<file path="config.mk">
export PLATFORM = sky130hd
export DESIGN_NAME = hcu_burst_ctrl
export DESIGN_NICKNAME = d
export VERILOG_FILES = /design/src/sv/hcu_pkg.sv /design/src/sv/hcu_burst_ctrl.sv
export SDC_FILE = /design/constraint.sdc
export NUM_CORES = 1
export LEC_CHECK = 0
export ABC_AREA = 1
export BUFFER_PORTS_ARGS = -buffer_cell sky130_fd_sc_hd__buf_2
export CAP_MARGIN = 20
export CORE_ASPECT_RATIO = 1.1
export CORE_MARGIN = 2
export CORE_UTILIZATION = 30
export CTS_BUF_LIST = sky130_fd_sc_hd__clkbuf_8
export CTS_CLUSTER_SIZE = 10
export DETAILED_ROUTE_END_ITERATION = 10
export SLEW_MARGIN = 20
export SYNTH_ARGS = -nofsm -noshare
export SYNTH_HDL_FRONTEND = slang
export SYNTH_SLANG_ARGS = --single-unit
export TNS_END_PERCENT = 30
</file>
<file path="constraint.sdc">
create_clock -name clk -period 3.47 [get_ports clk]
set_input_delay 0.347 -clock clk [delete_from_list [all_inputs] [get_ports clk]]
set_output_delay 0.347 -clock clk [all_outputs]
set_load 0.1 [all_outputs]
</file>
<file path="src/sv/hcu_pkg.sv">
// Package for the horizontal 2x chroma upsampler: widths, register indexes,
// control struct and the coefficient rows of the bicubic and Lanczos-3 kernels.
// Used by every other file of the block; depends on nothing.
package hcu_pkg;

  localparam int MaxWidthDef = 4096;
  localparam int NumTaps     = 6;
  localparam int CodeW       = 5;
  localparam int RemW        = 3;
  localparam int CfgIdxW     = 2;
  localparam int LineW       = 13;
  localparam int CoefW       = 9;
  localparam int ProdW       = 18;
  localparam int SumW        = 20;

  localparam logic [CfgIdxW-1:0] REG_KERNEL_MODE = 2'd0;
  localparam logic [CfgIdxW-1:0] REG_LINE_WIDTH  = 2'd1;

  localparam logic [LineW-1:0] LINE_WIDTH_RST = 13'd8;
  localparam logic [LineW-1:0] LINE_WIDTH_MIN = 13'd6;

  // Output codes. Each burst walks through consecutive codes.
  localparam logic [CodeW-1:0] BC_E0 = 5'd0;
  localparam logic [CodeW-1:0] BC_E1 = 5'd1;
  localparam logic [CodeW-1:0] BC_E2 = 5'd2;
  localparam logic [CodeW-1:0] BC_M0 = 5'd3;
  localparam logic [CodeW-1:0] BC_M1 = 5'd4;
  localparam logic [CodeW-1:0] BC_T0 = 5'd5;
  localparam logic [CodeW-1:0] BC_T1 = 5'd6;
  localparam logic [CodeW-1:0] BC_T2 = 5'd7;
  localparam logic [CodeW-1:0] LZ_E0 = 5'd8;
  localparam logic [CodeW-1:0] LZ_E1 = 5'd9;
  localparam logic [CodeW-1:0] LZ_E2 = 5'd10;
  localparam logic [CodeW-1:0] LZ_E3 = 5'd11;
  localparam logic [CodeW-1:0] LZ_E4 = 5'd12;
  localparam logic [CodeW-1:0] LZ_M0 = 5'd13;
  localparam logic [CodeW-1:0] LZ_M1 = 5'd14;
  localparam logic [CodeW-1:0] LZ_T0 = 5'd15;
  localparam logic [CodeW-1:0] LZ_T1 = 5'd16;
  localparam logic [CodeW-1:0] LZ_T2 = 5'd17;
  localparam logic [CodeW-1:0] LZ_T3 = 5'd18;
  localparam logic [CodeW-1:0] LZ_T4 = 5'd19;

  typedef logic signed [CoefW-1:0] coef_t;
  typedef coef_t [0:NumTaps-1] coef_row_t;   // [0] oldest tap, [5] newest

  typedef struct packed {
    logic             active;
    logic [CodeW-1:0] code;
    logic             last_of_burst;
    logic             line_done;
  } seq_t;

  function automatic coef_row_t coef_row(input logic [CodeW-1:0] code);
    int        c [NumTaps];
    coef_row_t row;
    case (code)
      BC_E0:   c = '{0, 0, 0, 0, 139, -11};
      BC_E1:   c = '{0, 0, 0, 104, 27, -3};
      BC_E2:   c = '{0, 0, 0, 28, 109, -9};
      BC_M0:   c = '{0, 0, -9, 111, 29, -3};
      BC_M1:   c = '{0, 0, -3, 29, 111, -9};
      BC_T0:   c = '{0, 0, 0, -9, 109, 28};
      BC_T1:   c = '{0, 0, 0, -3, 27, 104};
      BC_T2:   c = '{0, 0, 0, 0, -11, 139};
      LZ_E0:   c = '{0, 0, 0, 144, -21, 5};
      LZ_E1:   c = '{0, 0, 103, 32, -8, 1};
      LZ_E2:   c = '{0, 0, 33, 107, -16, 4};
      LZ_E3:   c = '{0, -18, 118, 36, -9, 1};
      LZ_E4:   c = '{0, -9, 35, 115, -17, 4};
      LZ_M0:   c = '{4, -17, 114, 35, -9, 1};
      LZ_M1:   c = '{1, -9, 35, 114, -17, 4};
      LZ_T0:   c = '{0, 4, -17, 115, 35, -9};
      LZ_T1:   c = '{0, 1, -9, 36, 118, -18};
      LZ_T2:   c = '{0, 0, 4, -16, 107, 33};
      LZ_T3:   c = '{0, 0, 1, -8, 32, 103};
      LZ_T4:   c = '{0, 0, 0, 5, -21, 144};
      default: c = '{0, 0, 0, 0, 0, 0};
    endcase
    for (int i = 0; i < NumTaps; i++) begin
      row[i] = CoefW'(c[i]);
    end
    return row;
  endfunction

endpackage

</file>
<file path="src/sv/hcu_burst_ctrl.sv">
// Burst control: counts samples of the line and, for each accepted item,
// steps through the output codes that item releases. Uses hcu_pkg.
module hcu_burst_ctrl #(
  parameter int MAX_WIDTH = hcu_pkg::MaxWidthDef
) (
  input  logic                      clk,
  input  logic                      rst_n,
  input  logic                      in_accept,
  input  logic                      adv,
  input  logic                      restart,
  input  logic                      kernel_mode,
  input  logic [hcu_pkg::LineW-1:0] line_width,
  output logic                      in_rdy,
  output hcu_pkg::seq_t             seq
);

  localparam int CntW = $clog2(MAX_WIDTH);

  logic [CntW-1:0]             cnt_r, cnt_nxt;
  logic [hcu_pkg::CodeW-1:0]   code_r, code_nxt;
  logic [hcu_pkg::RemW-1:0]    rem_r, rem_nxt;
  logic                        line_r, line_nxt;
  logic [CntW:0]               weff;
  logic                        last;
  logic [hcu_pkg::CodeW-1:0]   start;
  logic [hcu_pkg::RemW-1:0]    num;
  logic                        active;

  always_comb begin
    if (line_width < hcu_pkg::LINE_WIDTH_MIN) begin
      weff = (CntW+1)'(6);
    end else if (32'(line_width) > 32'(MAX_WIDTH)) begin
      weff = (CntW+1)'(MAX_WIDTH);
    end else begin
      weff = (CntW+1)'(line_width);
    end
  end

  assign last = (({1'b0, cnt_r} + (CntW+1)'(1)) >= weff);

  // The bursts of one mode use consecutive codes, so the tail of the last
  // sample simply continues after its middle pair.
  always_comb begin
    start = hcu_pkg::BC_E0;
    num   = 3'd0;
    if (!kernel_mode) begin
      if (cnt_r == CntW'(1)) begin
        start = hcu_pkg::BC_E0;
        num   = 3'd1;
      end else if (cnt_r == CntW'(2)) begin
        start = hcu_pkg::BC_E1;
        num   = 3'd2;
      end else if (cnt_r >= CntW'(3)) begin
        start = hcu_pkg::BC_M0;
        num   = last ? 3'd5 : 3'd2;
      end
    end else begin
      if (cnt_r == CntW'(2)) begin
        start = hcu_pkg::LZ_E0;
        num   = 3'd1;
      end else if (cnt_r == CntW'(3)) begin
        start = hcu_pkg::LZ_E1;
        num   = 3'd2;
      end else if (cnt_r == CntW'(4)) begin
        start = hcu_pkg::LZ_E3;
        num   = 3'd2;
      end else if (cnt_r >= CntW'(5)) begin
        start = hcu_pkg::LZ_M0;
        num   = last ? 3'd7 : 3'd2;
      end
    end
  end

  assign active = (rem_r != '0);
  assign in_rdy = !active || ((rem_r == 3'd1) && adv);

  always_comb begin
    cnt_nxt  = cnt_r;
    code_nxt = code_r;
    rem_nxt  = rem_r;
    line_nxt = line_r;
    if (in_accept) begin
      cnt_nxt  = last ? '0 : cnt_r + CntW'(1);
      code_nxt = start;
      rem_nxt  = num;
      line_nxt = last;
    end else if (active && adv) begin
      code_nxt = code_r + hcu_pkg::CodeW'(1);
      rem_nxt  = rem_r - 3'd1;
    end
    if (restart) begin
      cnt_nxt = '0;
    end
  end

  always_ff @(posedge clk) begin
    if (!rst_n) begin
      cnt_r  <= '0;
      rem_r  <= '0;
      code_r <= '0;
      line_r <= 1'b0;
    end else begin
      cnt_r  <= cnt_nxt;
      rem_r  <= rem_nxt;
      code_r <= code_nxt;
      line_r <= line_nxt;
    end
  end

  assign seq.active        = active;
  assign seq.code          = code_r;
  assign seq.last_of_burst = (rem_r == 3'd1);
  assign seq.line_done     = (rem_r == 3'd1) && line_r;

endmodule

</file>
======== After elaboration in Yosys (flattened, before gate mapping) ========
Cells that the tools add are included.
word-level totals
  register bits ........................... 21
  logic and storage cells ................. 52
cells by class
  bitwise logic cells ..................... 1
  magnitude comparators ................... 5
  multiplexer cells ....................... 25
  reductions and logical operators ........ 8
  add/sub/neg operators ................... 4
  equality and inequality tests ........... 5
operators with widths
  cell                                                          number
  2-to-1 mux 3 bit                                              12
  2-to-1 mux 13 bit                                             2
  equality test 12 x 2 -> 1 bit (second input constant)         2
  2-to-1 mux 4 bit                                              4
  2-to-1 mux 5 bit                                              3
  adder 12 x 1 -> 13 bit (second input constant)                1
  >= comparator 13 bit                                          1
  greater-than comparator 13 bit (second input constant)        1
  less-than comparator 13 x 3 -> 1 bit (second input constant)  1
  adder 12 x 1 -> 12 bit (second input constant)                1
  equality test 12 x 1 -> 1 bit (second input constant)         1
  equality test 12 x 3 -> 1 bit (second input constant)         1
  >= comparator 12 x 2 -> 1 bit (second input constant)         1
  >= comparator 12 x 3 -> 1 bit (second input constant)         1
  2-to-1 mux 12 bit                                             1
  2-to-1 mux 2 bit                                              3
  adder 5 x 1 -> 5 bit (second input constant)                  1
  equality test 3 x 1 -> 1 bit (second input constant)          1
  logical AND 1 bit                                             3
  nonzero test 3 bit                                            1
  subtractor 3 x 1 -> 3 bit (second input constant)             1
  nonzero test 2 bit                                            1
  OR reduction 2 bit                                            1
  logical NOT 1 bit                                             1
  other kinds (2)                                               2

======== Depth between registers and ports, before layout ========
  word-level depth ........................ 11
  gate-level depth with buffers ........... 20

======== Worst setup path before layout ========
Ideal clock, no wire load.
  path type ............................... reg2out
  start point ............................. reg rem_r[1] (netlist bit)
  end point ............................... out in_rdy
  slack ................................... 0.465 ns
  arrival time ............................ 2.658 ns
  cell stages (with the launch flop) ...... 7
  path through ............................ dfxtp_1 -> inv_1 -> ha_1 -> inv_1 -> nor2_1 -> nand2_1 -> nand2_1
RTL lines
  item                    line                   text
  from (decl)             hcu_burst_ctrl.sv:21   logic [hcu_pkg::RemW-1:0] rem_r, rem_nxt;
  from (signal assigned)  hcu_burst_ctrl.sv:104  rem_r <= rem_nxt;
  to (decl)               hcu_burst_ctrl.sv:13   output logic in_rdy,

======== Worst setup path in the final report ========
  start point ............................. reg cnt_r[0]
  end point ............................... reg cnt_r[10]
between the ends
  longest elaborated chain between the ends .. 3
  elaborated cells between the ends (all ways) .. 4
  those cells by class .................... add/sub (2); order compare (1); mux (1)
RTL lines
  item                    line                   text
  from (decl)             hcu_burst_ctrl.sv:19   logic [CntW-1:0] cnt_r, cnt_nxt;
  from (signal assigned)  hcu_burst_ctrl.sv:103  cnt_r <= cnt_nxt;
  adder 12 x 1 -> 13 bit  hcu_burst_ctrl.sv:39   assign last = (({1'b0, cnt_r} + (CntW+1)'(1)) >= weff);
  >= comparator 13 bit    hcu_burst_ctrl.sv:39
  2-to-1 mux 12 bit (*)   hcu_burst_ctrl.sv:83   cnt_nxt = last ? '0 : cnt_r + CntW'(1);
Every way passes the cells marked *; elsewhere a longest branch is shown, timed or not.
A chain may end at the register's enable or synchronous reset.

==> reports/summary.txt <==
Run status: complete, no violations
Data required, critical path: 3650 ps
Area of the multi-input gates: 1260 sq um
Core region area: 6080 sq um
GRT Resource Usage Total: 12.9%
Final cycle utilization of the critical path: 80.8%
First-iteration detailed-routing DRC count: 64
Root buf cell: clkbuf_8
TritonCTS Buffers: 3
Pin count of the biggest net entering global routing: 25
Maximum clock path buffer count: 2
Sinks on Clock Net: 21
Total power divided by cell area: 318 nW/um^2
Critical Path, Cell by Cell: ha_1 > nand2_1 > nor2_1 > inv_1 > nor2_2 > nand3_1 > xor2_1 > ha_1 > nand2_1 > nand2_1 > a21oi_1 > nand2_1 > nor2_1 > nand2_2 > nand2_2 > nand2_4 > a211oi_1
Register bit total from synthesis: 21
First-pass iteration count of the detailed router: 4
TNS Setup: 0 ps
Min cycle time layout: 2810 ps
Remaining antenna violation count after routing: 0
Die Footprint: 6830 sq um
Critical Path End Type: flop
Post-cts repair resize count: 0
Postcts setup bufs: 0
Switching part of the total power: 40.9%
Starting Density: 30.5%
Maximum clock frequency: 0.356 GHz
Number of inserted diodes: 0
Slew at the pin closest to its max-slew limit: 735 ps
Switching power total: 0.274 mW
Syn nets: 325
Total of hold buffers inserted after clock tree synthesis: 0
Count of maximum capacitance violations: 0
Total setup violations reported at the end of the flow: 0
Leak Pwr: 1.03 nW
Global-route wire length before repair: 7200 um
Largest cells by area after synthesis: dfxtp_1, nand2_1, ha_1, inv_1, nor2_1
CP max FO: 9
Count of unique library cells instantiated by Yosys: 34
Worst hold path depth: 3
Share of power burned in registers: 40.0%
Worst Hold Launch: rst_n
Ys async rst share: 0%
IO buf count: 27
Dominant cell by count in the synthesized netlist: nand2_1
Average size of a mapped cell: 6.51 sq um
Aggregate routed wire length: 4120 um
Clock transition at path regs: 80 ps
GRT overflow: 0
Flip-flop and latch area: 420 sq um
CP most frequent cell: nand2_1
Post-route total power: 0.671 mW
Cell Count, Final, Fillers Out: 391
Layout area overhead: 13.8%
Layout Skew: 1.77 ps
Top-Level Pins: 28
Post-route worst hold slack: 382 ps
Worst setup path class: flop to flop
Vert. Die Dim: 86.5 um
X dimension of the die: 79.0 um
Reg-to-reg startpoint: cnt_r[0]
Dominant register cell in the synthesized netlist: dfxtp_1
Number of enable-type register cells in the synthesized netlist: 0
Cell types with the highest counts after synthesis: nand2_1, inv_1, nor2_1
Unrepaired setup endpoints after global routing: false
Clk Latency, worst-skew pair: 260 ps
Filler cell count in the final layout: 681
Delay of the slowest critical-path stage: 460 ps
TritonCTS clock tree: yes
Relative contribution of the clock network to total power: 24.4%
Final net count: 352
Sum of net half-perimeters after detailed placement: 3360 um
Share of the synthesized area in the top cell type: 22.7%
Number of pins with negative max-slew slack in the final report: 0
Final Hold Fails: 0
Instance count after placement with tap cells included: 387
Number of antenna violations at the first check in global routing: 0
Fraction of final layout cells sized beyond drive strength 1: 15.4%
Number of global-route vias before repair: 1,709
Gpl congestion: 0.784
Per-cell via count in the routed design: 4.62
Relative slew slack: 51.0%
R2R depth: 17
Worst path arrival time: 2990 ps
Worst setup SP type: flop
Proportion of synthesized chip area in sequential cells: 22.7%
Htree depth: 1
Ys Warns: 0
Cell accounting for the most synthesized area: dfxtp_1
Critical path startpoint: cnt_r[0]
Synthesized cell area: 1860 sq um
Library cell contributing the largest single delay on the critical path: dfxtp_1
Path type of the worst min-delay path: input pin to flop
Internal cell power: 0.396 mW
Vias: 1,807
Post-route DRC violation count: 0
Rows: 30
Worst voltage drop across the vdd grid: 197 uV
Number of instances in the synthesized netlist: 285
Share of total power in combinational logic: 35.6%
Average detailed-routed wire length per instance: 10.5 um
through the flow:
stage	worst slack, ps	util, %	area (sq um)
after floorplan	465	-	1860
after global placement	575	34.0	2070
after detailed placement	517	34.0	2070
after CTS	648	34.7	2110
after global routing	367	34.7	2110
final	665	34.7	2110
state kept, by name, summed over array words and instances (netlist names):
| register | count |
|---|---|
| cnt_r | 12 |
| code_r | 5 |
| rem_r | 3 |
| line_r | 1 |
placed cells by master (no fill, tap or decap), types with 2 or more instances in the layout:
| cell type | n |
|---|---|
| xor2_1 | 7 |
| nor2_2 | 3 |
| buf_2 | 27 |
| inv_1 | 39 |
| nand2_2 | 2 |
| a31oi_1 | 2 |
| o21ai_0 | 11 |
| a211oi_1 | 6 |
| nor3_2 | 2 |
| nand3_2 | 3 |
| and3_1 | 2 |
| nor3_1 | 2 |
| nand2_1 | 77 |
| dfxtp_1 | 21 |
| o211ai_1 | 2 |
| nor2_1 | 35 |
| nor2_4 | 2 |
| ha_1 | 21 |
| nand3_1 | 11 |
| clkbuf_8 | 3 |
| a21oi_1 | 21 |
power groups by stage:
| stage | sequential, mW | clock [mW] | combinational, mW |
|---|---|---|---|
| finish | 0.268 | 0.164 | 0.239 |
| global route | 0.270 | 0.178 | 0.267 |
| CTS | 0.268 | 0.168 | 0.241 |
| detailed placement | 0.274 | 0 | 0.240 |
| global placement | 0.273 | 0 | 0.239 |
| floorplan | 0.304 | 0 | 0.160 |
final cells by class:
cell class	count	share of cell area, %
multi-input combinational	220	59.9
tap	80	4.74
clock inverter	1	0.178
inverter	39	6.94
clock buffer	3	1.96
sequential	21	19.9
timing repair buffer	27	6.40
metal layers:
layer / vias to the layer above / global-route usage (%) / share of wire (%)
met3: 4 / 1.35 / 3.8
met2: 39 / 22.4 / 45
met4: 0 / 3.76 / 1.1
met5: - / 0 / 0
met1: 790 / 16.9 / 50
li1: 974 / - / -
worst max-delay path, delay by kind of cell, from the launching register on:
| kind | cells | cell delay, ps |
|---|---|---|
| adders and majority gates | 2 | 570 |
| buffers and inverters | 1 | 80 |
| xor gates and xnor gates | 1 | 170 |
| AOI/OAI and AO/OA | 2 | 330 |
| and+or+nand+nor | 11 | 1120 |
| DFF | 1 | 460 |
cells by family after synthesis:
| group | share of synthesized area (%) |
|---|---|
| simple gates | 35.4 |
| xor+xnor | 3.78 |
| fa+ha+maj | 14.2 |
| flops | 22.7 |
| buf+inv | 9.24 |
| compound gates | 14.8 |
final timing paths:
kind	end	slack, ps
max	cnt_r[10]	660
min	line_r	380
max reg2reg	cnt_r[10]	660
min reg2reg	code_r[4]	450
No activity file was read; power rests on OpenSTA's default activity.
