File: config.mk
export PLATFORM = sky130hd
export DESIGN_NAME = hcu_tap_cell
export DESIGN_NICKNAME = d
export VERILOG_FILES = /design/src/sv/hcu_pkg.sv /design/src/sv/hcu_tap_cell.sv
export SDC_FILE = /design/constraint.sdc
export NUM_CORES = 1
export LEC_CHECK = 0
export ABC_AREA = 1
export BUFFER_PORTS_ARGS = -buffer_cell sky130_fd_sc_hd__buf_2
export CAP_MARGIN = 30
export CORE_MARGIN = 3
export CORE_UTILIZATION = 30
export DETAILED_ROUTE_END_ITERATION = 8
export GPL_ROUTABILITY_DRIVEN = 0
export GPL_TIMING_DRIVEN = 0
export PLACE_DENSITY = 0.52
export SLEW_MARGIN = 10
export SYNTH_ARGS = -nofsm -noshare
export SYNTH_HDL_FRONTEND = slang
export SYNTH_SLANG_ARGS = --single-unit
File: constraint.sdc
create_clock -name clk -period 5.9 [get_ports clk]
set_input_delay 0.885 -clock clk [delete_from_list [all_inputs] [get_ports clk]]
set_output_delay 0.885 -clock clk [all_outputs]
set_load 0.01 [all_outputs]
File: src/sv/hcu_pkg.sv
// Package for the horizontal 2x chroma upsampler: widths, register indexes,
// control struct and the coefficient rows of the bicubic and Lanczos-3 kernels.
// Used by every other file of the block; depends on nothing.
package hcu_pkg;

  localparam int MaxWidthDef = 4096;
  localparam int NumTaps     = 6;
  localparam int CodeW       = 5;
  localparam int RemW        = 3;
  localparam int CfgIdxW     = 2;
  localparam int LineW       = 13;
  localparam int CoefW       = 9;
  localparam int ProdW       = 18;
  localparam int SumW        = 20;

  localparam logic [CfgIdxW-1:0] REG_KERNEL_MODE = 2'd0;
  localparam logic [CfgIdxW-1:0] REG_LINE_WIDTH  = 2'd1;

  localparam logic [LineW-1:0] LINE_WIDTH_RST = 13'd8;
  localparam logic [LineW-1:0] LINE_WIDTH_MIN = 13'd6;

  // Output codes. Each burst walks through consecutive codes.
  localparam logic [CodeW-1:0] BC_E0 = 5'd0;
  localparam logic [CodeW-1:0] BC_E1 = 5'd1;
  localparam logic [CodeW-1:0] BC_E2 = 5'd2;
  localparam logic [CodeW-1:0] BC_M0 = 5'd3;
  localparam logic [CodeW-1:0] BC_M1 = 5'd4;
  localparam logic [CodeW-1:0] BC_T0 = 5'd5;
  localparam logic [CodeW-1:0] BC_T1 = 5'd6;
  localparam logic [CodeW-1:0] BC_T2 = 5'd7;
  localparam logic [CodeW-1:0] LZ_E0 = 5'd8;
  localparam logic [CodeW-1:0] LZ_E1 = 5'd9;
  localparam logic [CodeW-1:0] LZ_E2 = 5'd10;
  localparam logic [CodeW-1:0] LZ_E3 = 5'd11;
  localparam logic [CodeW-1:0] LZ_E4 = 5'd12;
  localparam logic [CodeW-1:0] LZ_M0 = 5'd13;
  localparam logic [CodeW-1:0] LZ_M1 = 5'd14;
  localparam logic [CodeW-1:0] LZ_T0 = 5'd15;
  localparam logic [CodeW-1:0] LZ_T1 = 5'd16;
  localparam logic [CodeW-1:0] LZ_T2 = 5'd17;
  localparam logic [CodeW-1:0] LZ_T3 = 5'd18;
  localparam logic [CodeW-1:0] LZ_T4 = 5'd19;

  typedef logic signed [CoefW-1:0] coef_t;
  typedef coef_t [0:NumTaps-1] coef_row_t;   // [0] oldest tap, [5] newest

  typedef struct packed {
    logic             active;
    logic [CodeW-1:0] code;
    logic             last_of_burst;
    logic             line_done;
  } seq_t;

  function automatic coef_row_t coef_row(input logic [CodeW-1:0] code);
    int        c [NumTaps];
    coef_row_t row;
    case (code)
      BC_E0:   c = '{0, 0, 0, 0, 139, -11};
      BC_E1:   c = '{0, 0, 0, 104, 27, -3};
      BC_E2:   c = '{0, 0, 0, 28, 109, -9};
      BC_M0:   c = '{0, 0, -9, 111, 29, -3};
      BC_M1:   c = '{0, 0, -3, 29, 111, -9};
      BC_T0:   c = '{0, 0, 0, -9, 109, 28};
      BC_T1:   c = '{0, 0, 0, -3, 27, 104};
      BC_T2:   c = '{0, 0, 0, 0, -11, 139};
      LZ_E0:   c = '{0, 0, 0, 144, -21, 5};
      LZ_E1:   c = '{0, 0, 103, 32, -8, 1};
      LZ_E2:   c = '{0, 0, 33, 107, -16, 4};
      LZ_E3:   c = '{0, -18, 118, 36, -9, 1};
      LZ_E4:   c = '{0, -9, 35, 115, -17, 4};
      LZ_M0:   c = '{4, -17, 114, 35, -9, 1};
      LZ_M1:   c = '{1, -9, 35, 114, -17, 4};
      LZ_T0:   c = '{0, 4, -17, 115, 35, -9};
      LZ_T1:   c = '{0, 1, -9, 36, 118, -18};
      LZ_T2:   c = '{0, 0, 4, -16, 107, 33};
      LZ_T3:   c = '{0, 0, 1, -8, 32, 103};
      LZ_T4:   c = '{0, 0, 0, 5, -21, 144};
      default: c = '{0, 0, 0, 0, 0, 0};
    endcase
    for (int i = 0; i < NumTaps; i++) begin
      row[i] = CoefW'(c[i]);
    end
    return row;
  endfunction

endpackage

File: src/sv/hcu_tap_cell.sv
// One cell of the tap row: holds one sample, passes it to its older neighbor
// on each shift and registers the product with its coefficient. Uses hcu_pkg.
module hcu_tap_cell (
  input  logic                              clk,
  input  logic                              rst_n,
  input  logic                              shift_en,
  input  logic [7:0]                        tap_in,
  input  hcu_pkg::coef_t                    coef,
  input  logic                              prod_en,
  output logic [7:0]                        tap_r,
  output logic signed [hcu_pkg::ProdW-1:0]  prod_r
);

  logic signed [hcu_pkg::ProdW-1:0] prod_nxt;

  assign prod_nxt = hcu_pkg::ProdW'($signed({1'b0, tap_r})) * hcu_pkg::ProdW'(coef);

  always_ff @(posedge clk) begin
    if (!rst_n) begin
      tap_r <= 8'd0;
    end else if (shift_en) begin
      tap_r <= tap_in;
    end
  end

  always_ff @(posedge clk) begin
    if (prod_en) begin
      prod_r <= prod_nxt;
    end
  end

endmodule

# == Word level (Yosys, flattened, before mapping) ==
# Index checks and enable logic that the tools add are counted.
# totals
elab_cells,3
register_bits,26
in_bits,21
# classes
multipliers,1
# op_table
op,count
multiplier 9 x 9 -> 18 bit,1

# == Depth between registers and ports, before layout ==
# Gate-level depths: netlist of run 1.
# depth
depth_word,1
mapped_depth,21

# == Worst setup path before layout of run 1 ==
# OpenSTA, ideal clock, no wires.
# synth_timing
kind,in2reg
startpoint,in coef[8]
endpoint,"reg prod_r[11] (netlist name), data pin"
cell_stages,14
setup_time_ns,0.260
t_arrival_ns,4.634
required_time_ns,5.640
setup_slack_ns,1.006
n_path_buf,0
cell_sequence,inv_1 -> or2_2 -> fa_1 -> fa_1 -> inv_1 -> fa_1 -> fa_1 -> fa_1 -> ha_1 -> nand2_1 -> nand3_2 -> nand2_1 -> nand2_1 -> xor2_1
# synth_between
elab_chain_cells,1
# synth_rtl
element,line_no,rtl
start: declaration,hcu_tap_cell.sv:8,"input hcu_pkg::coef_t coef,"
multiplier 9 x 9 -> 18 bit,hcu_tap_cell.sv:16,"assign prod_nxt = hcu_pkg::ProdW'($signed({1'b0, tap_r})) * hcu_pkg::ProdW'(coef);"
net prod_nxt (one bit),hcu_tap_cell.sv:14,logic signed [hcu_pkg::ProdW-1:0] prod_nxt;
end signal: assignment,hcu_tap_cell.sv:28,prod_r <= prod_nxt;
end: declaration,hcu_tap_cell.sv:11,output logic signed [hcu_pkg::ProdW-1:0] prod_r
# The timed path passes the listed nets, and every way through them passes these cells.
# A chain may end at the register's enable or synchronous reset.

# == Final worst setup path of run 1 ==
# layout_timing
startpoint,in coef[8]
endpoint,"reg prod_r[17] (netlist name), data pin"
# The elaborated chain is that of the path after synthesis.

==> results of run 1 <==
-- logic make-up after synthesis --
kind of cell,after synthesis,share of synthesized area
xor gates and xnor gates,6,0.0144
and+or+nand+nor,180,0.201
AOI/OAI and AO/OA,12,0.0165
adders and majority gates,96,0.418
DFF,26,0.192
buffers and inverters,154,0.158
-- stage by stage --
| step | setup WS (ns) | hold WS, ns |
|---|---|---|
| floorplan | 1.01 | 0.741 |
| global placement | 0.587 | 0.829 |
| detailed placement | 0.570 | 0.832 |
| CTS | 0.844 | 0.842 |
| global route | 0.666 | 0.853 |
| finish | 0.889 | 0.833 |
-- area by class of cell --
cell class | instances | area, µm²
tap | 143 | 179
buffer | 16 | 60.1
sequential | 26 | 701
timing repair buffer | 38 | 190
multi-input combinational | 294 | 2370
inverter | 138 | 518
fill | 1250 | 7560
clock buffer | 4 | 78.8
-- registers in the layout, summed over array words and instances (netlist names) --
signal and flops:
prod_r 18, tap_r 8
-- power by group --
part	switching (µW)	internal (µW)
clock network	68.1	92.7
logic	363	224
registers	8.30	257
-- metal layers --
layer | global-route usage | part of all wire | up-vias
li1 | - | - | 1461
met1 | 0.157 | 0.48 | 1368
met2 | 0.179 | 0.48 | 49
met3 | 0.0140 | 0.035 | 2
met4 | 0.0240 | 0.0071 | 0
met5 | 0 | 0 | -
-- synth_stat cells --
cell / count / area share
sky130_fd_sc_hd__a21oi_1: 4 / 0.0055
sky130_fd_sc_hd__buf_1: 8 / 0.0082
sky130_fd_sc_hd__clkbuf_1: 8 / 0.0082
sky130_fd_sc_hd__dfxtp_1: 8 / 0.044
sky130_fd_sc_hd__edfxtp_1: 18 / 0.15
sky130_fd_sc_hd__fa_1: 43 / 0.24
sky130_fd_sc_hd__ha_1: 53 / 0.18
sky130_fd_sc_hd__inv_1: 137 / 0.14
sky130_fd_sc_hd__inv_2: 1 / 0.0010
sky130_fd_sc_hd__nand2_1: 128 / 0.13
sky130_fd_sc_hd__nand2_2: 3 / 0.0051
sky130_fd_sc_hd__nand3_1: 10 / 0.014
sky130_fd_sc_hd__nand3_2: 2 / 0.0055
sky130_fd_sc_hd__nand3b_1: 1 / 0.0021
sky130_fd_sc_hd__nand4_1: 5 / 0.0086
sky130_fd_sc_hd__nor2_1: 27 / 0.028
sky130_fd_sc_hd__nor2_2: 1 / 0.0017
sky130_fd_sc_hd__o21ai_0: 8 / 0.011
sky130_fd_sc_hd__or2_2: 3 / 0.0051
sky130_fd_sc_hd__xnor2_1: 1 / 0.0024
sky130_fd_sc_hd__xor2_1: 5 / 0.012
-- tightest hold or removal path: stages (launching register included) --
cell,delay [ns]
sky130_fd_sc_hd__dfxtp_1,0.31
sky130_fd_sc_hd__clkbuf_1,0.23
sky130_fd_sc_hd__o21ai_0,0.21
sky130_fd_sc_hd__nor2_1,0.04
-- final timing paths --
check	from	endpoint	slack [ns]	cells past startpoint
setup / recovery	coef[8]	prod_r[17]	0.89	16
hold / removal	tap_r[4]	tap_r[4]	0.83	3
setup reg to reg	tap_r[0]	prod_r[17]	1.15	15
hold reg to reg	tap_r[4]	tap_r[4]	0.83	3
==> run summary, run 1 <==
In the routed design, unresolved DRC markers number 0. The number of levels the H-tree was split into came out at 1. The tools report the number of DRC markers in iteration 0 as 159. The tools report the maximum ir drop on the vdd rail as 0.141 mV.

Adding up every negative setup slack in the final design gives 0 ns. The die is 116 µm tall. STA classifies the critical path startpoint as an input pin.

The time the worst path needs with I/O delays and setup came out at 5.01 ns. Synthesis inferred 26 register bits. The floorplan step defined a core boundary enclosing 11700 µm². The reported max-cap violation count is 0, and the unique cell type count in the Yosys netlist is 21.

The tree is rooted in a sky130_fd_sc_hd__clkbuf_16. Number of setup violations in the final report: 0. For the post-cts hold buffer count, the log shows 0. In this run the worst path has a maximum fanout of 8.

The portion of the post-synthesis area used by sequential elements was 0.192; the post-layout utilization of the core was 0.351. The total non-filler cell area in the finished layout is 4100 µm². TritonCTS built the clock tree. For the floorplan row count, the log shows 39.

The number of search-and-repair iterations in the first detailed-routing pass came out at 5. Setup repair after global routing left no endpoint under its margin. The detail route stage leaves a number of antenna-violating nets equal to 0. CTS saw 26 sinks. The count of cells in the finished layout, fillers not included, comes to 659. The tightest min-delay check is of the reg -> reg type.

The effective utilization at floorplan is 0.313. Broken down by cell family, the worst path's largest delay share belongs to adder cells. The number of nets handed over by synthesis was 591. The die width is 116 µm, and the die footprint is 13500 µm². The post-layout total power is 1010 µW, and the maximum cell stage delay along the critical path is 0.57 ns. The run gives 7180 µm as the overall routed net length. The via count was 2880; the mean instance size in the synthesized netlist was 7.70 µm². The library cell used most frequently in the layout, excluding fill and tap cells, is sky130_fd_sc_hd__inv_1. Clock skew on the completed layout was measured at 0.00923 ns. The HPWL reported at the end of detailed placement is 6060 µm.

The share of final-layout standard cells stronger than drive strength 1 is 0.0988, and the gate count of the mapped netlist is 474. The flow ran to the end, and the final reports show no timing, DRC or antenna violations. During placement, the flow inserted port buffers numbering 38. The combined global-route utilization of all metal layers is 0.110, and the wire length per cell is 10.9 µm. Counting tap cells, the placed design contains a total of 655 instances.

For the final number of hold-violating endpoints, the log shows 0. The critical path start-end classification is in -> reg. Once the clock tree was built, the resizer swapped 0 gates to a different size.

The relative slew slack is 0.633, and the part of the cycle the worst path needs is 0.849. The tools report the sum of overflow across all layers after global routing as 0. The I/O pin count is 47, and the wire length of the first global-routing pass is 12100 µm.

Layout-stage area growth over the synthesis result: 12.3%. Once the clock tree was built, the setup fixing pass inserted 0 buffers. The arrival time reported for the critical path endpoint is 5.03 ns, and the yosys synthesis warning count is 0. The number of antenna diodes in the final layout is 0. Count of final max-slew check failures: 0.

Leaving out fill and tap cells, the most frequent cells in the layout are 137 x sky130_fd_sc_hd__inv_1, 128 x sky130_fd_sc_hd__nand2_1, 53 x sky130_fd_sc_hd__ha_1. The clock passes through at most 2 buffers. The analysis attributes to cell leakage a power of 0.00254 µW. The placed standard-cell area was 4020 µm². Number of vias per cell: 4.37. The signal on the critical path passes through buf_2, inv_1, or2_2, fa_1, fa_1, inv_1, fa_1, fa_1, fa_1, ha_1, nand2_1, nand3_2, nand2_1, nand3_1, nand2_1, nand2_1. At the pin with the least slew margin, the transition time is 0.550 ns. STA classifies the critical path endpoint as a register.

For this design, the slowest cell found on the critical path is sky130_fd_sc_hd__fa_1. For this run, the top clock speed supported by timing is 200 MHz. Entering global routing, the biggest net connects 19 pins. The worst-skew pair later-pin latency came out at 0.27 ns. After clock tree synthesis, the clock-pin slew on the worst setup and hold paths is 0.08 ns. After synthesis the cells add up to 3650 µm². For this design the ratio of total power to cell area is 247 nW/µm².

For this run, the post-layout net count is 634. For the data required time at the worst endpoint, the log shows 5.92 ns. The number of buffers and inverters on the critical path is 3. The number of global-route vias before repair was 2655; the initial antenna violation count was 0.

The cell that appears most often on the critical path is sky130_fd_sc_hd__fa_1. TritonCTS created 3 clock buffers.
Note: power is estimated with default switching activity, not from simulation.
==> inputs of run 2 (changes only) <==
clock period = 5 ns   (was 5.9 ns; I/O delays follow)
==> run 2 against run 1 <==
Cell count up 0.46%. Clock power up 18%. Register-to-register slack worse by 0.79 ns. Critical path depth up 2. Non-clock buffer count up 3. Via count up 0.28%. Sequential share of layout area down 0.17 points. Sequential power up 18%. Clock skew about the same. Sequential cell count unchanged.
==> run summary, run 2 (same netlist as run 1, synthesis figures left out) <==
The run finished with clean final reports. Maximum cell stage delay along the critical path: 0.57 ns (about the same). The logs give 2655 (unchanged) for the number of global-route vias before repair and 1 (unchanged) for the number of levels the H-tree was split into. For the core area, the log shows 11700 µm² (unchanged). The actual transition at the worst max-transition pin came out at 0.526 ns (-0.0241 ns). The effective utilization at floorplan is 0.313 (unchanged), and the total power per unit cell area is 294 nW/µm² (+19%).

By instance count, the cell type seen most on the critical path is sky130_fd_sc_hd__nand2_1. The count of buffer and inverter cells on the critical path was 3 (unchanged). The maximum net fanout on the critical path is 5 (-3). The arrival time reported for the critical path endpoint is 4.80 ns (-0.23 ns), and the number of DRC markers in iteration 0 is 162 (+1.9%). The final hold slack is 0.701 ns (-0.133 ns). The number of vias per cell is 4.36 (-0.18%), and the die width is 116 µm (unchanged). The family of cells with the greatest summed delay on the critical path is adder cells.

The DRC violation count after routing is 0 (unchanged). The worst hold path begins at tap_in[4]. The post-layout utilization of the core is 0.355 (+0.00354), and the largest net degree at the start of global routing is 19 (unchanged). Depth of the most critical reg-to-reg path: 17 (+2).

The logs give 637 (+0.47%) for the layout net count and 2888 (+0.28%) for the via count. Post-route non-filler standard cell count: 662 (+0.46%). The most common library cell in the layout ignoring fill and taps is sky130_fd_sc_hd__inv_1. The worst setup slack for register-to-register paths came out at 0.36 ns (-0.79 ns).

The logs give 7220 µm (+0.52%) for the overall routed net length and 26 (unchanged) for the clock sink count. The root buffer cell chosen for the clock tree is sky130_fd_sc_hd__clkbuf_16. Register with the highest flop count: prod_r. The post-cts hold buffer count is 0 (unchanged). The total CTS buffers came out at 3 (unchanged).

The tools report the origin of the critical flop-to-flop path as tap_r[0]. The wire length of the first global-routing pass is 12100 µm (unchanged), and the flip-flop count of the largest register after layout is 18 (unchanged). The tools report the number of setup violations in the final report as 0 (unchanged). The slowest stage cell on the critical path is sky130_fd_sc_hd__fa_1.

The logs give 0 (unchanged) for the sum of overflow across all layers after global routing and 0.110 (unchanged) for the combined global-route utilization of all metal layers. TritonCTS built the clock tree. The critical path goes through buf_2, clkinvlp_4, or2_2, fa_1, fa_1, inv_1, fa_1, fa_1, fa_1, ha_4, nand2_1, nand2_1, nand2_1, nand2_1, nand2_1, nand3_1, nand2_1, nand2_1.

The leakage power is 0.00254 µW (+0.25%), and the time the worst path needs with I/O delays and setup is 4.78 ns. The largest registers in the layout are prod_r (18), tap_r (8). The final number of hold-violating endpoints came out at 0 (unchanged). The hold path depth came out at 3 (unchanged). In this run the worst hold path is classified as in -> reg. The worst slack at placement was -0.195 ns (-0.765 ns); the CTS clock-pin slew for the worst setup and hold paths was 0.08 ns (about the same). The number of antenna-violating nets in the routed design is 0 (unchanged), and the final clock skew is 0.00928 ns (+0.0000519 ns). The final antenna diode count is 0 (unchanged), and the floorplan row count is 39 (unchanged). The worst register-to-register path ends at prod_r[15]. The worst-skew pair later-pin latency is 0.27 ns (about the same), and the I/O pin count is 47 (unchanged). The initial antenna violation count came out at 0 (unchanged). The tools report the kind of end point of the critical path as a register. For the count of final max-slew check failures, the log shows 0 (unchanged).

The critical path in this run is classified as in -> reg. The library cells used most frequently in the layout, excluding fill and tap cells, are 136 x sky130_fd_sc_hd__inv_1, 128 x sky130_fd_sc_hd__nand2_1, 51 x sky130_fd_sc_hd__ha_1. The tools report the maximum clock path buffer count as 2 (unchanged). The end point of the worst hold path is tap_r[4]. The share of final-layout standard cells stronger than drive strength 1 was 0.110 (+0.0110); the die footprint was 13500 µm² (unchanged). For the HPWL reported at the end of detailed placement, the log shows 6060 µm (unchanged). Minimum setup slack in the final design: 0.219 ns (-0.671 ns). The wire length per cell is 10.9 µm (about the same).

The total number of cells along the worst setup path is 18 (+2). For the maximum ir drop on the vdd rail, the log shows 0.167 mV (+18%). The die boundary height is 116 µm (unchanged), and the upper clock frequency limit is 209 MHz.

The layout-stage area growth over the synthesis result works out to 13.4%. The part of the cycle the worst path needs is 0.956, and the quantity of I/O buffers inserted on ports is 38 (unchanged). The post-placement cell count was 655 (unchanged). The tools report the nature of the critical path startpoint as an input pin. The data required time at the worst endpoint is 5.02 ns (-0.90 ns), and the number of search-and-repair iterations in the first detailed-routing pass is 4 (-1). The tools report the relative slew slack as 0.649 (+0.0160). Reported max-cap violation count: 0 (unchanged).
## run 2: metal layers
metal / global-route usage / wire length (µm)
met5: 0 / 0
met4: 0.0240 / 51
met1: 0.157 / 3400
met3: 0.0140 / 303
met2: 0.179 / 3460
## run 2: worst min-delay path: stages
cell	delay [ns]
sky130_fd_sc_hd__buf_2	0.08
sky130_fd_sc_hd__nor2_1	0.04
sky130_fd_sc_hd__nor2_1	0.08
## run 2: power by group
part | internal (µW) | leakage, µW | switching (µW)
Sequential | 303 | 0.000245 | 9.77
Clock | 109 | 0.0000382 | 80.4
Combinational | 280 | 0.00226 | 434
## run 2: worst max-delay path by stage
stage | to | start
2_1_floorplan | prod_r[11] | coef[8]
3_3_place_gp | prod_r[17] | coef[8]
3_5_place_dp | prod_r[17] | coef[8]
4_1_cts | prod_r[17] | coef[8]
5_1_grt | prod_r[17] | coef[8]
6_report | prod_r[15] | coef[8]
## run 2: timing repair
action,in CTS,in global routing
buffers inserted,0,3
gates resized for setup,0,4
setup endpoints to repair,0,6
## run 2: per-stage QoR
stage	cell area, µm²	total power, µW	TNS [ns]
detailed placement	4020	1020	-1.31
finish	4140	1220	0
floorplan	3650	841	0
CTS	4100	1220	0
global placement	4020	1020	-1.25
global route	4140	1360	-0.00318
## run 2: cell type report
cell class | instances | area (µm²)
plain buffers | 16 | 60.1
clock buffers | 4 | 78.8
fillers | 1253 | 7520
inverters | 138 | 522
multi-input cells | 294 | 2390
flip-flops and latches | 26 | 701
well taps | 143 | 179
repair buffers | 41 | 213
==> inputs of run 3 (changes only) <==
ABC_AREA = unset   (was 1)
CAP_MARGIN = unset   (was 30)
==> run 3 against run 2 <==
Synthesized cell count decreased by 26%. Sequential power decreased by 2%. Cell count decreased by 19%. Largest power group unchanged. Maximum frequency decreased by 1.7%. Clock skew decreased by 0.0020 ns. Worst setup slack got worse by 0.081 ns. Non-clock buffer count decreased by 6. Register-to-register slack got worse by 0.15 ns. Design area decreased by 3.7%. Global-route usage decreased by 0.23 points. Largest cell class unchanged. Via count decreased by 15%.
==> run summary, run 3 <==
The die footprint was 12800 µm² (-5.5%). The logs give 11000 µm² (-5.4%) for the core area and 0.108 (-0.00226) for the combined global-route utilization of all metal layers. The yosys synthesis warning count was 0 (unchanged). The flip-flop count of the largest register after layout is 18 (unchanged), and the total nets after synthesis is 468 (-21%). The data required time at the worst endpoint came out at 5.01 ns (about the same). Setup repair after global routing left no endpoint under its margin.

The final number of hold-violating endpoints was 0 (unchanged); the total power per unit cell area was 260 nW/µm² (-11%). The library cells used most frequently in the layout, excluding fill and tap cells, are 71 x sky130_fd_sc_hd__inv_1, 49 x sky130_fd_sc_hd__ha_1, 45 x sky130_fd_sc_hd__buf_2. The initial antenna violation count is 0 (unchanged), and the number of vias per cell is 4.58 (+4.9%). The unique cell type count in the Yosys netlist is 34 (+62%), and the die width is 113 µm (-2.8%). Yosys attributes the largest share of cell area to sky130_fd_sc_hd__fa_1 25%, sky130_fd_sc_hd__ha_1 19%, sky130_fd_sc_hd__edfxtp_1 16%, sky130_fd_sc_hd__inv_1 7.8%, sky130_fd_sc_hd__and2_1 6.2%. Quantity of I/O buffers inserted on ports: 45 (+18%). The flow ran to the end, and the final reports show no timing, DRC or antenna violations. The largest registers in the layout are prod_r (18), tap_r (8). For the largest net degree at the start of global routing, the log shows 19 (unchanged).

In this run the clock root is driven by a sky130_fd_sc_hd__clkbuf_16. The worst setup path is of the in -> reg kind. The logs give 0 (unchanged) for the sum of overflow across all layers after global routing and 4.87 ns (+0.07 ns) for the arrival time reported for the critical path endpoint.

The worst setup path is launched from an input pin. The area of the mapped netlist was 3440 µm² (-5.8%); the I/O pin count was 47 (unchanged). The relative slew slack came out at 0.617 (-0.0328). The logs give 0.00727 ns (-0.00201 ns) for the final clock skew and 0 (unchanged) for the count of final max-slew check failures. The logs give 0 (unchanged) for the number of antenna-violating nets in the routed design and 114 (-30%) for the number of DRC markers in iteration 0. The count of state elements after synthesis is 26 (unchanged), and the maximum clock path buffer count is 2 (unchanged).

The library cell used most frequently in the layout, excluding fill and tap cells, is sky130_fd_sc_hd__inv_1. The tools report the number of global-route vias before repair as 2431 (-8.4%). The leakage power came out at 0.00204 µW (-20%).

The commonest cells after synthesis are 71 x sky130_fd_sc_hd__inv_1, 53 x sky130_fd_sc_hd__ha_1, 43 x sky130_fd_sc_hd__fa_1, 36 x sky130_fd_sc_hd__nand2_1, 34 x sky130_fd_sc_hd__and2_1. The most common cell in the synthesized netlist is sky130_fd_sc_hd__inv_1. Among all flip-flop cells after synthesis, the most frequent one is sky130_fd_sc_hd__edfxtp_1. The number of levels the H-tree was split into was 1 (unchanged). The actual transition at the worst max-transition pin works out to 0.575 ns (+0.0492 ns).

The logs give 5440 µm (-10%) for the HPWL reported at the end of detailed placement and 516 (-19%) for the layout net count. The worst-skew pair later-pin latency was 0.27 ns (about the same); the wire length of the first global-routing pass was 11100 µm (-8.1%). The tools report the maximum ir drop on the vdd rail as 0.122 mV (-27%).

The cell type with the largest total area after synthesis was sky130_fd_sc_hd__fa_1. The upper clock frequency limit came out at 206 MHz (-1.7%). The proportion of synthesized flip-flops having asynchronous set or reset works out to 0 (unchanged). The register with the highest flop count is prod_r. The floorplan row count is 38 (-2.6%). The maximum net fanout on the critical path is 8 (+3), and the clock sink count is 26 (unchanged). TritonCTS built the clock tree. The post-route non-filler standard cell count is 538 (-19%), and the part of the cycle the worst path needs is 0.972 (+0.0162).

The reported max-cap violation count was 0 (unchanged); the portion of the post-synthesis area used by sequential elements was 0.204 (+0.0119). The effective utilization at floorplan is 0.312 (-0.00136), and the final hold slack is 0.686 ns (-0.0143 ns). The DRC violation count after routing is 0 (unchanged), and the proportion of netlist area held by the largest area contributor is 0.250 (+0.0146). The time the worst path needs with I/O delays and setup came out at 4.86 ns (+0.0808 ns). The mean instance size in the synthesized netlist works out to 9.79 µm² (+27%).

The number of enable flip-flop cells after synthesis was 18 (unchanged); the CTS clock-pin slew for the worst setup and hold paths was 0.07 ns (about the same). The wire length per cell was 12.3 µm (+13%); the post-placement cell count was 536 (-18%). The run gives 1158 (-7.6%) as the count of fill cells added during filler insertion.

The tightest min-delay check is of the reg -> reg type. The tools report the via count as 2462 (-15%). The share of final-layout standard cells stronger than drive strength 1 was 0.168 (+0.0585). The number of setup violations in the final report was 0 (unchanged). The kind of end point of the critical path is a register. The die boundary height works out to 113 µm (-2.8%). The logs give 4 (unchanged) for the number of search-and-repair iterations in the first detailed-routing pass and 0 (unchanged) for the final antenna diode count.

The layout-stage area growth over the synthesis result is 16.0%. The tools report the gate count of the mapped netlist as 351 (-26%). The logs give 6610 µm (-8.4%) for the overall routed net length and 3 (unchanged) for the total CTS buffers.
==> run 3: cell count changes after synthesis, moves of 4 or more <==
cell                       change
sky130_fd_sc_hd__nand3_1       -8
sky130_fd_sc_hd__nand2_1      -92
sky130_fd_sc_hd__nand2b_1      +5
sky130_fd_sc_hd__xnor2_1       +9
sky130_fd_sc_hd__nor2_1       -22
sky130_fd_sc_hd__buf_1         -8
sky130_fd_sc_hd__xor2_1        -4
sky130_fd_sc_hd__o21ai_0       -4
sky130_fd_sc_hd__inv_1        -66
sky130_fd_sc_hd__nor2b_1      +15
sky130_fd_sc_hd__and2_1       +34
sky130_fd_sc_hd__mux2i_1       +8
==> run 3: critical path, stage by stage <==
cell	delay, ns
sky130_fd_sc_hd__buf_2	0.15
sky130_fd_sc_hd__and2_1	0.19
sky130_fd_sc_hd__fa_1	0.54
sky130_fd_sc_hd__inv_1	0.06
sky130_fd_sc_hd__fa_1	0.48
sky130_fd_sc_hd__inv_1	0.06
sky130_fd_sc_hd__fa_1	0.53
sky130_fd_sc_hd__fa_1	0.44
sky130_fd_sc_hd__fa_2	0.57
sky130_fd_sc_hd__ha_4	0.22
sky130_fd_sc_hd__o21a_1	0.12
sky130_fd_sc_hd__a311o_2	0.38
sky130_fd_sc_hd__a211oi_2	0.26
sky130_fd_sc_hd__xnor2_1	0.12
==> run 3: what timing repair did <==
item,in CTS,in global routing
setup endpoints to repair,6,6
cloned,0,0
gates resized for setup,6,10
hold buffers,0,0
setup buffers,0,1
pin swaps,0,8
==> run 3: worst paths after layout <==
path / from / slack, ns / to / cells past startpoint
setup reg to reg: tap_r[5] / 0.21 / prod_r[15] / 15
hold reg to reg: tap_r[7] / 0.69 / tap_r[7] / 2
setup / recovery: coef[5] / 0.14 / prod_r[15] / 14
hold / removal: tap_r[7] / 0.69 / tap_r[7] / 2
==> run 3: per-layer routing <==
layer / track usage / share of wire / vias up
li1: - / - / 1208
met1: 0.146 / 0.45 / 1210
met2: 0.179 / 0.50 / 39
met3: 0.0139 / 0.033 / 5
met4: 0.0361 / 0.015 / 0
met5: 0 / 0 / -
==> run 3: layout make-up <==
| class | count | area (µm²) | share of cell area |
|---|---|---|---|
| tap | 140 | 175 | 0.0439 |
| inverter | 71 | 267 | 0.0668 |
| buffer | 5 | 23.8 | 0.00596 |
| clock buffer | 4 | 78.8 | 0.0198 |
| multi-input combinational | 246 | 2510 | 0.629 |
| sequential | 26 | 701 | 0.176 |
| timing repair buffer | 46 | 235 | 0.0590 |
==> run 3: cells by family (layout without fill, tap and decap cells) <==
logic type / Yosys count / in the layout / synth area share
compound gates: 26 / 26 / 0.0528
xor+xnor: 11 / 11 / 0.0280
fa+ha+maj: 96 / 96 / 0.443
buf+inv: 79 / 126 / 0.0866
flops: 26 / 26 / 0.204
mux: 8 / 8 / 0.0233
simple gates: 105 / 105 / 0.162
==> run 3: per-stage QoR <==
stage / total power (µW) / setup TNS [ns] / cell area, µm² / worst slack, ns / utilization
finish: 1040 / 0 / 3990 / 0.138 / 0.362
floorplan: 669 / 0 / 3440 / 0.0786 / -
detailed placement: 810 / -2.42 / 3840 / -0.452 / 0.348
global placement: 806 / -1.97 / 3840 / -0.364 / 0.348
global route: 1140 / 0 / 3990 / 0.00701 / 0.362
CTS: 1030 / 0 / 3930 / 0.00729 / 0.357
==> run 3: power by group <==
group          leakage (µW)  internal, µW  switching, µW
sequential         0.000245           291           15.4
combinational       0.00176           246            300
clock             0.0000382           109           77.0
